<file path="src/rtl/okd_pkg.sv">
// ----------------------------------------------------------------------------
// okd_pkg
// Shared types and constants for the OOK pulse frame decoder.
// ----------------------------------------------------------------------------
package okd_pkg;

  localparam int COUNT_W      = 6;
  localparam int FRAME_W      = 24;
  localparam int ID_W         = 20;
  localparam int UNIT_W       = 4;
  localparam int CFG_IDX_W    = 2;

  localparam logic [COUNT_W-1:0] COUNT_MAX   = 6'd63;
  // index of the footer gap pulse (pulse 50 counted from 1)
  localparam logic [COUNT_W-1:0] FOOTER_IDX  = 6'd49;
  localparam logic [4:0]         PAIRS_MAX   = 5'd24;
  // inverted unit code that addresses all units
  localparam logic [2:0]         UNIT_ALL    = 3'd4;

  localparam int GAP_MIN_RST     = 6120;
  localparam int GAP_MAX_RST     = 6800;
  localparam int SHORT_LIMIT_RST = 410;

  typedef enum logic [CFG_IDX_W-1:0] {
    REG_GAP_MIN     = 2'd0,
    REG_GAP_MAX     = 2'd1,
    REG_SHORT_LIMIT = 2'd2,
    REG_NONE        = 2'd3
  } cfg_reg_t;

  // current train state as seen by the frame check
  typedef struct packed {
    logic [COUNT_W-1:0] count;
    logic [FRAME_W-1:0] frame;
  } train_view_t;

  typedef struct packed {
    logic            accepted;
    logic [ID_W-1:0] device_id;
    logic [UNIT_W-1:0] unit_number;
    logic            switch_on;
  } result_t;

endpackage

</file>
<file path="src/rtl/okd_train.sv">
// ----------------------------------------------------------------------------
// okd_train
// Pulse counter, open-pair register and frame bit register.
// ----------------------------------------------------------------------------
module okd_train
  import okd_pkg::*;
#(
  parameter int PULSE_BITS = 16
) (
  input  logic                  clk,
  input  logic                  rst_n,
  input  logic                  step,
  input  logic [PULSE_BITS-1:0] pulse,
  input  logic                  last,
  output train_view_t           view,
  output logic [PULSE_BITS-1:0] first_half
);

  logic [COUNT_W-1:0]    count_r, count_nxt;
  logic [PULSE_BITS-1:0] first_r, first_nxt;
  logic [FRAME_W-1:0]    frame_r, frame_nxt;
  logic [4:0]            pair;

  assign pair = count_r[COUNT_W-1:1];

  always_comb begin
    count_nxt = count_r;
    first_nxt = first_r;
    frame_nxt = frame_r;
    if (step) begin
      if (!count_r[0]) begin
        first_nxt = pulse;
      end else if ((pair < PAIRS_MAX) && (first_r > pulse)) begin
        frame_nxt = frame_r | (FRAME_W'(1) << pair);
      end
      if (count_r != COUNT_MAX) begin
        count_nxt = count_r + COUNT_W'(1);
      end
      if (last) begin
        count_nxt = '0;
        first_nxt = '0;
        frame_nxt = '0;
      end
    end
  end

  always_ff @(posedge clk) begin
    if (!rst_n) begin
      count_r <= '0;
      first_r <= '0;
      frame_r <= '0;
    end else begin
      count_r <= count_nxt;
      first_r <= first_nxt;
      frame_r <= frame_nxt;
    end
  end

  assign view.count  = count_r;
  assign view.frame  = frame_r;
  assign first_half  = first_r;

endmodule

</file>
<file path="src/rtl/okd_check.sv">
// ----------------------------------------------------------------------------
// okd_check
// Footer and length check, field extraction for a finished train.
// ----------------------------------------------------------------------------
module okd_check
  import okd_pkg::*;
#(
  parameter int PULSE_BITS = 16
) (
  input  train_view_t           view,
  input  logic [PULSE_BITS-1:0] first_half,
  input  logic [PULSE_BITS-1:0] pulse,
  input  logic [PULSE_BITS-1:0] gap_min,
  input  logic [PULSE_BITS-1:0] gap_max,
  input  logic [PULSE_BITS-1:0] short_limit,
  output result_t               result
);

  logic       ok;
  logic [2:0] unit_raw;

  assign ok = (view.count == FOOTER_IDX) && (first_half < short_limit) &&
              (pulse >= gap_min) && (pulse <= gap_max);

  assign unit_raw = ~view.frame[ID_W+2:ID_W];

  always_comb begin
    result = '0;
    if (ok) begin
      result.accepted  = 1'b1;
      result.device_id = view.frame[ID_W-1:0];
      result.switch_on = view.frame[FRAME_W-1];
      if (unit_raw == UNIT_ALL) begin
        result.unit_number = '0;
      end else begin
        result.unit_number = {1'b0, unit_raw} + UNIT_W'(1);
      end
    end
  end

endmodule

</file>
<file path="src/rtl/ook_remote_pulse_frame_decoder.sv">
// ----------------------------------------------------------------------------
// ook_remote_pulse_frame_decoder
// Decodes 433 MHz OOK remote switch frames from a stream of pulse lengths.
// ----------------------------------------------------------------------------
// Usage:
//   Input channel (in_valid/in_ready): one beat per pulse or gap duration,
//   with in_end_of_train set on the last pulse of a captured train.
//   Output channel (out_valid/out_ready): one beat per train, emitted for the
//   beat that carries end_of_train; accepted=0 and all fields zero when the
//   train fails the length or footer checks.
//   Config port (cfg_we/cfg_index/cfg_wdata): 0 gap_min, 1 gap_max,
//   2 short_limit; write only while the block is idle.
// Timing:
//   One beat per cycle while the output slot is free. The pulse update is
//   one compare and one bit set, done with the frame check in the accepting
//   cycle; the result is registered and valid the cycle after its input beat.
// Reset:
//   Synchronous, active low. Clears the train state and output valid and
//   loads the default gap window and short limit.
// Stall:
//   While a result waits and out_ready is low, in_ready is low for every
//   pulse, with or without end_of_train; out_ready high frees the slot in
//   the same cycle.
// ----------------------------------------------------------------------------
module ook_remote_pulse_frame_decoder
  import okd_pkg::*;
#(
  parameter int PULSE_BITS = 16
) (
  input  logic                  clk,
  input  logic                  rst_n,

  input  logic                  in_valid,
  output logic                  in_ready,
  input  logic [PULSE_BITS-1:0] in_pulse_length,
  input  logic                  in_end_of_train,

  output logic                  out_valid,
  input  logic                  out_ready,
  output logic                  out_accepted,
  output logic [ID_W-1:0]       out_device_id,
  output logic [UNIT_W-1:0]     out_unit_number,
  output logic                  out_switch_on,

  input  logic                  cfg_we,
  input  logic [CFG_IDX_W-1:0]  cfg_index,
  input  logic [PULSE_BITS-1:0] cfg_wdata
);

  // configuration registers
  logic [PULSE_BITS-1:0] gap_min_r;
  logic [PULSE_BITS-1:0] gap_max_r;
  logic [PULSE_BITS-1:0] short_limit_r;

  always_ff @(posedge clk) begin
    if (!rst_n) begin
      gap_min_r     <= PULSE_BITS'(GAP_MIN_RST);
      gap_max_r     <= PULSE_BITS'(GAP_MAX_RST);
      short_limit_r <= PULSE_BITS'(SHORT_LIMIT_RST);
    end else if (cfg_we) begin
      unique case (cfg_reg_t'(cfg_index))
        REG_GAP_MIN:     gap_min_r     <= cfg_wdata;
        REG_GAP_MAX:     gap_max_r     <= cfg_wdata;
        REG_SHORT_LIMIT: short_limit_r <= cfg_wdata;
        default: ;  // unmapped index: ignored
      endcase
    end
  end

  // handshake: input beat may enter whenever the output slot is free
  // or is being drained this cycle
  logic    out_valid_r, out_valid_nxt;
  result_t out_r;
  logic    in_beat;

  assign in_ready = !out_valid_r || out_ready;
  assign in_beat  = in_valid && in_ready;

  train_view_t           view;
  logic [PULSE_BITS-1:0] first_half;
  result_t               result;

  okd_train #(.PULSE_BITS(PULSE_BITS)) u_train (
    .clk        (clk),
    .rst_n      (rst_n),
    .step       (in_beat),
    .pulse      (in_pulse_length),
    .last       (in_end_of_train),
    .view       (view),
    .first_half (first_half)
  );

  // check sees the state before this beat's update, plus the beat itself
  okd_check #(.PULSE_BITS(PULSE_BITS)) u_check (
    .view        (view),
    .first_half  (first_half),
    .pulse       (in_pulse_length),
    .gap_min     (gap_min_r),
    .gap_max     (gap_max_r),
    .short_limit (short_limit_r),
    .result      (result)
  );

  always_comb begin
    out_valid_nxt = out_valid_r;
    if (out_ready) begin
      out_valid_nxt = 1'b0;
    end
    if (in_beat && in_end_of_train) begin
      out_valid_nxt = 1'b1;
    end
  end

  always_ff @(posedge clk) begin
    if (!rst_n) begin
      out_valid_r <= 1'b0;
    end else begin
      out_valid_r <= out_valid_nxt;
    end
  end

  // payload register, loaded only with a finished train
  always_ff @(posedge clk) begin
    if (in_beat && in_end_of_train) begin
      out_r <= result;
    end
  end

  assign out_valid       = out_valid_r;
  assign out_accepted    = out_r.accepted;
  assign out_device_id   = out_r.device_id;
  assign out_unit_number = out_r.unit_number;
  assign out_switch_on   = out_r.switch_on;

endmodule
</file>
<file path="config.mk">
export PLATFORM = sky130hd
export DESIGN_NAME = ook_remote_pulse_frame_decoder
export DESIGN_NICKNAME = d
export VERILOG_FILES = /design/src/rtl/okd_pkg.sv /design/src/rtl/okd_train.sv /design/src/rtl/okd_check.sv /design/src/rtl/ook_remote_pulse_frame_decoder.sv
export SDC_FILE = /design/constraint.sdc
export NUM_CORES = 1
export LEC_CHECK = 0
export BUFFER_PORTS_ARGS = -buffer_cell sky130_fd_sc_hd__buf_4
export CAP_MARGIN = 30
export CORE_AREA = 2 2 106 108
export DETAILED_ROUTE_END_ITERATION = 7
export DIE_AREA = 0 0 108 110
export PLACE_DENSITY = 0.76
export SKIP_CTS_REPAIR_TIMING = 1
export SYNTH_ARGS = -nofsm -noshare
export SYNTH_HDL_FRONTEND = slang
export SYNTH_SLANG_ARGS = --single-unit
</file>
<file path="constraint.sdc">
create_clock -name clk -period 2.99 [get_ports clk]
set_input_delay 0.7475 -clock clk [delete_from_list [all_inputs] [get_ports clk]]
set_output_delay 0.7475 -clock clk [all_outputs]
set_load 0.05 [all_outputs]
</file>
==> flow_metrics.env, run 1 <==
export IMPL_drtIter0Drc=311
export IMPL_leakagePower_nw=3.21
export IMPL_skew_ns=0.00713
export IMPL_worstSetupPathType="primary input to flip-flop"
export IMPL_tightest_slew_ns=0.851
export IMPL_cp_start_kind="primary input"
export IMPL_via_per_inst=5.61
export IMPL_crit_start="in_pulse_length[11]"
export IMPL_pwr_share_seq_pct=40.0
export IMPL_overflow=0
export IMPL_required_ns=3.38
export IMPL_cts_buffer_depth=2
export IMPL_cp_max_fo=6
export IMPL_netlist_area_sq_um=6150
export IMPL_period_needed_ns=2.45
export IMPL_drc_errors=0
export IMPL_cts_root_buf="clkbuf_8"
export IMPL_drt_pass1_iter_count=5
export IMPL_port_buffers=67
export IMPL_synth_compound_area_share_pct=15.9
export IMPL_synthArstFlopShare_pct=0
export IMPL_ys_ff_latch=121
export IMPL_antenna_found_initial=0
export IMPL_wl_per_cell_um=15.2
export IMPL_synth_adder_area_share_pct=13.6
export IMPL_ant_nets=0
export IMPL_path_cells="buf_4 -> inv_1 -> ha_1 -> nand4_1 -> a2111oi_0 -> or4b_2 -> nand2_1 -> o41ai_1"
export IMPL_intPower_w=0.00332
export IMPL_synth_top_family_by_area="simple AND/OR/NAND/NOR gates"
export IMPL_tns_ns=0
export IMPL_place_congestion=0.939
export IMPL_pwr_share_comb_pct=9.7
export IMPL_grt_pass1_vias=4978
export IMPL_status="complete, no violations"
export IMPL_die_area_sq_um=11900
export IMPL_insertion_delay_ns=0.51
export IMPL_finalSetupViolations=0
export IMPL_clk_pin_slew_ns=0.06
export IMPL_die_h_um=110
export IMPL_synth_cells=681
export IMPL_ys_warn_count=0
export IMPL_end_kind="flip-flop"
export IMPL_synth_xor_area_share_pct=0.569
export IMPL_start_util_pct=57.5
export IMPL_min_from="u_train.frame_r[5]$_SDFFE_PN0P_"
export IMPL_cts_tree="yes"
export IMPL_final_common_cell="nand2_1"
export IMPL_muxShareOfSynthArea_pct=0
export IMPL_cp_slowest_cell="a2111oi_0"
export IMPL_synth_area_leader_cell="dfxtp_1"
export IMPL_rsz0062_at_grt="no"
export IMPL_synth_fp_nets=788
export IMPL_switchingPower_w=0.00103
export IMPL_switching_share_pct=23.7
export IMPL_ys_flop_type="dfxtp_1"
export IMPL_cpPeakStageDelay_ns=0.57
export IMPL_ctsHtreeMaxLevel=4
export IMPL_synthSimpleGateAreaFrac_pct=19.7
export IMPL_fmax_mhz=408
export IMPL_coreArea_sq_um=10700
export IMPL_synthDistinctLibCells=53
export IMPL_grt_pass1_wl_mm=23.3
export IMPL_power_share_clock_pct=50.3
export IMPL_syn_avg_cell_area_sq_um=9.03
export IMPL_n_antenna_cell=0
export IMPL_rows=38
export IMPL_slew_headroom_pct=43.2
export IMPL_yosys_top_cells_area="dfxtp_1 (31%), ha_1 (14%), edfxtp_1 (13%)"
export IMPL_powerDensity_nw_per_um2=584
export IMPL_hpwl_mm=9.96
export IMPL_cap_violations=0
export IMPL_clock_sink_count=121
export IMPL_synth_edf_count=26
export IMPL_fin_nets=857
export IMPL_wl_met2_mm=6.54
export IMPL_arrival_ns=2.84
export IMPL_seq_area_frac_synth_pct=43.6
export IMPL_hold_viol_final=0
export IMPL_hold_worst_slack_ns=0.450
export IMPL_area_growth_pct=21.1
export IMPL_grt_use_total_pct=25.1
export IMPL_die_x_um=108
export IMPL_drive_gt1_share_pct=16.4
export IMPL_io_pins=68
export IMPL_met1_length_mm=6.26
export IMPL_hp_class="flip-flop to flip-flop"
export IMPL_vias=5066
export IMPL_top_layer_used="met4"
export IMPL_synth_top_cell_area_share_pct=30.9
export IMPL_peakVddDrop_uv=430
export IMPL_numCtsBuffers=17
export IMPL_wl_met3_um=771
export IMPL_wl_mm=13.8
export IMPL_slew_viol_final=0
export IMPL_min_period_over_period_pct=81.9
export IMPL_worstReg2RegStart="gap_max_r[1]$_SDFFE_PN0P_"
export IMPL_final_cell_mix="nand2_1 (120), dfxtp_1 (95), buf_4 (79)"
export IMPL_grt_max_degree=50
worst max-delay path, delay by kind of cell:
kind / cells / cell delay (ns)
simple gates: 3 / 0.62
fa+ha+maj: 1 / 0.31
buf+inv: 2 / 0.15
compound gates: 2 / 1.00
cell families after synthesis:
family	after synthesis
simple gates	245
compound gates	143
flops	121
xor+xnor	4
fa+ha+maj	67
buf+inv	101
cell usage after synthesis (4+ instances only):
library cell,number
nand3_1,8
a22oi_1,16
a21boi_0,33
a22o_1,4
nand2b_1,5
a21oi_1,30
nand4_1,14
nor2_1,22
and3_2,4
o211ai_1,21
nor2b_1,22
clkbuf_1,26
and3_1,21
inv_1,71
dfxtp_1,95
nor4_1,5
o41ai_1,4
edfxtp_1,26
o21ai_0,20
nand2_1,120
ha_1,67
nor3_1,6
through the flow:
stage / power [W] / instance area, sq um / util (%) / setup WS (ns) / cells
after floorplan: 0.00203 / 6150 / - / 0.148 / 681
after global placement: 0.00217 / 6810 / 63.6 / 0.127 / 871
after detailed placement: 0.00219 / 6810 / 63.6 / 0.0960 / 871
after CTS: 0.00437 / 7450 / 69.6 / 0.595 / 903
after global routing: 0.00450 / 7450 / 69.6 / 0.252 / 903
final: 0.00435 / 7450 / 69.6 / 0.541 / 903
state kept, by name, summed over array words and instances (netlist names), 4 cells and up:
register,flops
out_device_id,20
u_train.frame_r,24
u_train.first_half,16
gap_min_r,16
out_unit_number,4
gap_max_r,16
short_limit_r,16
u_train.count_r,6
routing by layer:
layer  up-vias  track usage [%]
li1       2519                -
met1      2376             32.2
met2       149             42.6
met3        22             5.53
met4         0             7.51
met5         -                0
cell type report:
class | count | area (sq um)
clock inverters | 15 | 225
well taps | 140 | 175
repair buffers | 80 | 613
multi-input cells | 459 | 3070
inverters | 71 | 267
flip-flops and latches | 121 | 2680
fillers | 806 | 3250
clock buffers | 17 | 414
power groups by stage:
stage | Sequential [W] | Combinational, W | Clock, W
after floorplan | 0.00181 | 0.000222 | 0
after global placement | 0.00177 | 0.000402 | 0
after detailed placement | 0.00177 | 0.000415 | 0
after CTS | 0.00174 | 0.000419 | 0.00221
after global routing | 0.00174 | 0.000473 | 0.00229
final | 0.00174 | 0.000421 | 0.00219
path summary, 6_finish.rpt:
path | end | slack, ns | cells after the start
setup / recovery | u_train.frame_r[17]$_SDFFE_PN0P_ | 0.54 | 8
hold / removal | u_train.frame_r[5]$_SDFFE_PN0P_ | 0.45 | 2
setup reg to reg | out_switch_on$_SDFFCE_PN0P_ | 0.58 | 9
hold reg to reg | u_train.frame_r[5]$_SDFFE_PN0P_ | 0.45 | 2
Note: power is estimated with default switching activity, not from simulation.
==> inputs of run 2 (changes only) <==
- CORE_AREA: 2 2 106 108 -> 2 2 111 113
- DIE_AREA: 0 0 108 110 -> 0 0 113 115
- PLACE_DENSITY: 0.76 -> 0.73
- clock period: 2.99 -> 2.2 ns (I/O delays scaled with it)
==> run 2 against run 1 <==
Against the previous run: the run now ends with design-rule violations, negative setup slack left; power rose by 30%; worst hold slack worse by 0.080 ns; count of clock-buffer cells in the layout up 5; sequential share of layout area shrank 1.9 points; worst setup slack lost 0.60 ns; final area is 5.9% higher; via count grew 2.7%; register-to-register slack worse by 0.64 ns; global-route usage down 2.7 points; core utilization shrank 2.8 points; combinational power is 50% higher; critical endpoint is now out_device_id[0]$_SDFFCE_PN0P_.
==> flow_metrics.env, run 2 (synthesis results as in run 1) <==
export IMPL_wl_per_cell_um=15.6
export IMPL_largest_reg_flops=24
export IMPL_area_growth_pct=28.2
export IMPL_min_period_over_period_pct=103
export IMPL_overflow=0
export IMPL_rows=40
export IMPL_whs_endpoint="gap_max_r[9]$_SDFFE_PN1P_"
export IMPL_coreArea_sq_um=11800
export IMPL_worstReg2RegStart="gap_max_r[11]$_SDFFE_PN1P_"
export IMPL_cts_tree="yes"
export IMPL_die_x_um=113
export IMPL_vias=5201
export IMPL_final_cells=940
export IMPL_antenna_found_initial=0
export IMPL_hold_worst_slack_ns=0.370
export IMPL_finalSetupViolations=26
export IMPL_layout_setup_ws_ns=-0.0628
export IMPL_seqCellArea_sq_um=2700
export IMPL_status="finished, violations left"
export IMPL_start_util_pct=52.1
export IMPL_hold_viol_final=0
export IMPL_wl_mm=14.6
export IMPL_grt_use_total_pct=22.4
export IMPL_cp_start_kind="flip-flop"
export IMPL_period_needed_ns=2.26
export IMPL_powerDensity_nw_per_um2=715
export IMPL_hpwl_mm=10.3
export IMPL_arrival_ns=2.44
export IMPL_final_common_cell="nand2_1"
export IMPL_rr_worst_depth=11
export IMPL_ctsHtreeMaxLevel=4
export IMPL_fmax_mhz=442
export IMPL_die_h_um=115
export IMPL_end_kind="flip-flop"
export IMPL_cts_buffer_depth=2
export IMPL_multi_input_area_sq_um=3280
export IMPL_rsz0062_at_grt="yes"
export IMPL_insertion_delay_ns=0.42
export IMPL_dp_slack_ns=-0.415
export IMPL_place_congestion=0.816
export IMPL_dp_cells=902
export IMPL_r2r_slack_ns=-0.06
export IMPL_regToRegEndpoint="out_device_id[0]$_SDFFCE_PN0P_"
export IMPL_leakagePower_nw=3.40
export IMPL_n_antenna_cell=0
export IMPL_required_ns=2.38
export IMPL_top_register="u_train.frame_r"
export IMPL_drt_pass1_iter_count=7
export IMPL_drc_errors=7
export IMPL_tightest_slew_ns=0.524
export IMPL_grt_pass1_vias=4937
export IMPL_placed_cell_area_sq_um=7070
export IMPL_clk_pin_slew_ns=0.05
export IMPL_ant_nets=0
export IMPL_worstSetupPathType="flip-flop to flip-flop"
export IMPL_slew_viol_final=0
export IMPL_peakVddDrop_uv=485
export IMPL_numCtsBuffers=17
export IMPL_min_from="cfg_wdata[9]"
export IMPL_grt_pass1_wl_mm=23.0
export IMPL_via_per_inst=5.53
export IMPL_final_area_sq_um=7890
export IMPL_whs_path_depth=3
export IMPL_cts_root_buf="clkbuf_16"
export IMPL_fin_nets=887
export IMPL_port_buffers=67
export IMPL_io_pins=68
export IMPL_cp_max_fo=13
export IMPL_slew_headroom_pct=65.0
export IMPL_clock_sink_count=121
export IMPL_final_cell_mix="nand2_1 (119), buf_4 (103), dfxtp_1 (85)"
export IMPL_cap_violations=0
export IMPL_tns_ns=-1.01
export IMPL_die_area_sq_um=13000
export IMPL_skew_ns=0.00606
export IMPL_drive_gt1_share_pct=24.1
export IMPL_nFillCells=943
export IMPL_hp_class="primary input to flip-flop"
export IMPL_grt_max_degree=41
export IMPL_violations="design-rule violations, negative setup slack"
export IMPL_drtIter0Drc=272
## run 2: cell count changes in the layout (fill, tap and decap cells not counted), sizes merged
cell and delta:
buf +27, bufinv -3, clkbuf +8, clkinv +1, clkinvlp -2, inv -1
## run 2: cell type report
| class | count | area share (%) |
|---|---|---|
| multi-input combinational | 459 | 41.6 |
| sequential | 121 | 34.2 |
| timing repair buffer | 110 | 11.5 |
| clock buffer | 22 | 5.76 |
| inverter | 71 | 3.38 |
| tap | 147 | 2.33 |
| clock inverter | 10 | 1.30 |
## run 2: routing by layer
| metal | track usage [%] | vias up | share of wire (%) |
|---|---|---|---|
| li1 | - | 2572 | - |
| met1 | 26.0 | 2465 | 42 |
| met2 | 39.2 | 125 | 51 |
| met3 | 5.43 | 39 | 4.2 |
| met4 | 10.4 | 0 | 3.1 |
| met5 | 0 | - | 0 |
## run 2: worst max path at each step
stage                                from                          endpoint  slack (ns)  cells after the start
4_1_cts         gap_max_r[1]$_SDFFE_PN0P_  out_unit_number[0]$_SDFFCE_PP0P_       -0.12                      9
2_1_floorplan          in_pulse_length[1]   out_device_id[10]$_SDFFCE_PN0P_       -0.12                      9
5_1_grt        gap_max_r[11]$_SDFFE_PN1P_    out_device_id[0]$_SDFFCE_PN0P_       -0.09                     11
6_report       gap_max_r[11]$_SDFFE_PN1P_    out_device_id[0]$_SDFFCE_PN0P_       -0.06                     11
3_3_place_gp           in_pulse_length[2]  out_unit_number[0]$_SDFFCE_PP0P_       -0.42                      9
3_5_place_dp           in_pulse_length[5]  out_unit_number[0]$_SDFFCE_PP0P_       -0.42                      9
## run 2: where the power goes
part / internal, W / total [W] / switching, W
sequential: 0.00233 / 0.00236 / 0.0000306
clock: 0.00168 / 0.00265 / 0.000971
combinational: 0.000259 / 0.000631 / 0.000371
total: 0.00427 / 0.00564 / 0.00137
## run 2: stage by stage
stage	total power, W	utilization, %
detailed placement	0.00301	59.9
global placement	0.00298	59.9
CTS	0.00565	64.6
finish	0.00564	66.8
global route	0.00586	66.8
floorplan	0.00277	-
## run 2: critical path: stages (launching register included)
cell and delay (ns):
dfxtp_1 0.30, inv_1 0.08, ha_4 0.28, buf_4 0.10
nand2_1 0.04, o21ai_0 0.31, nand2b_1 0.11, a21oi_1 0.22
nor3b_4 0.07, buf_6 0.14, clkbuf_16 0.16, and3_2 0.20
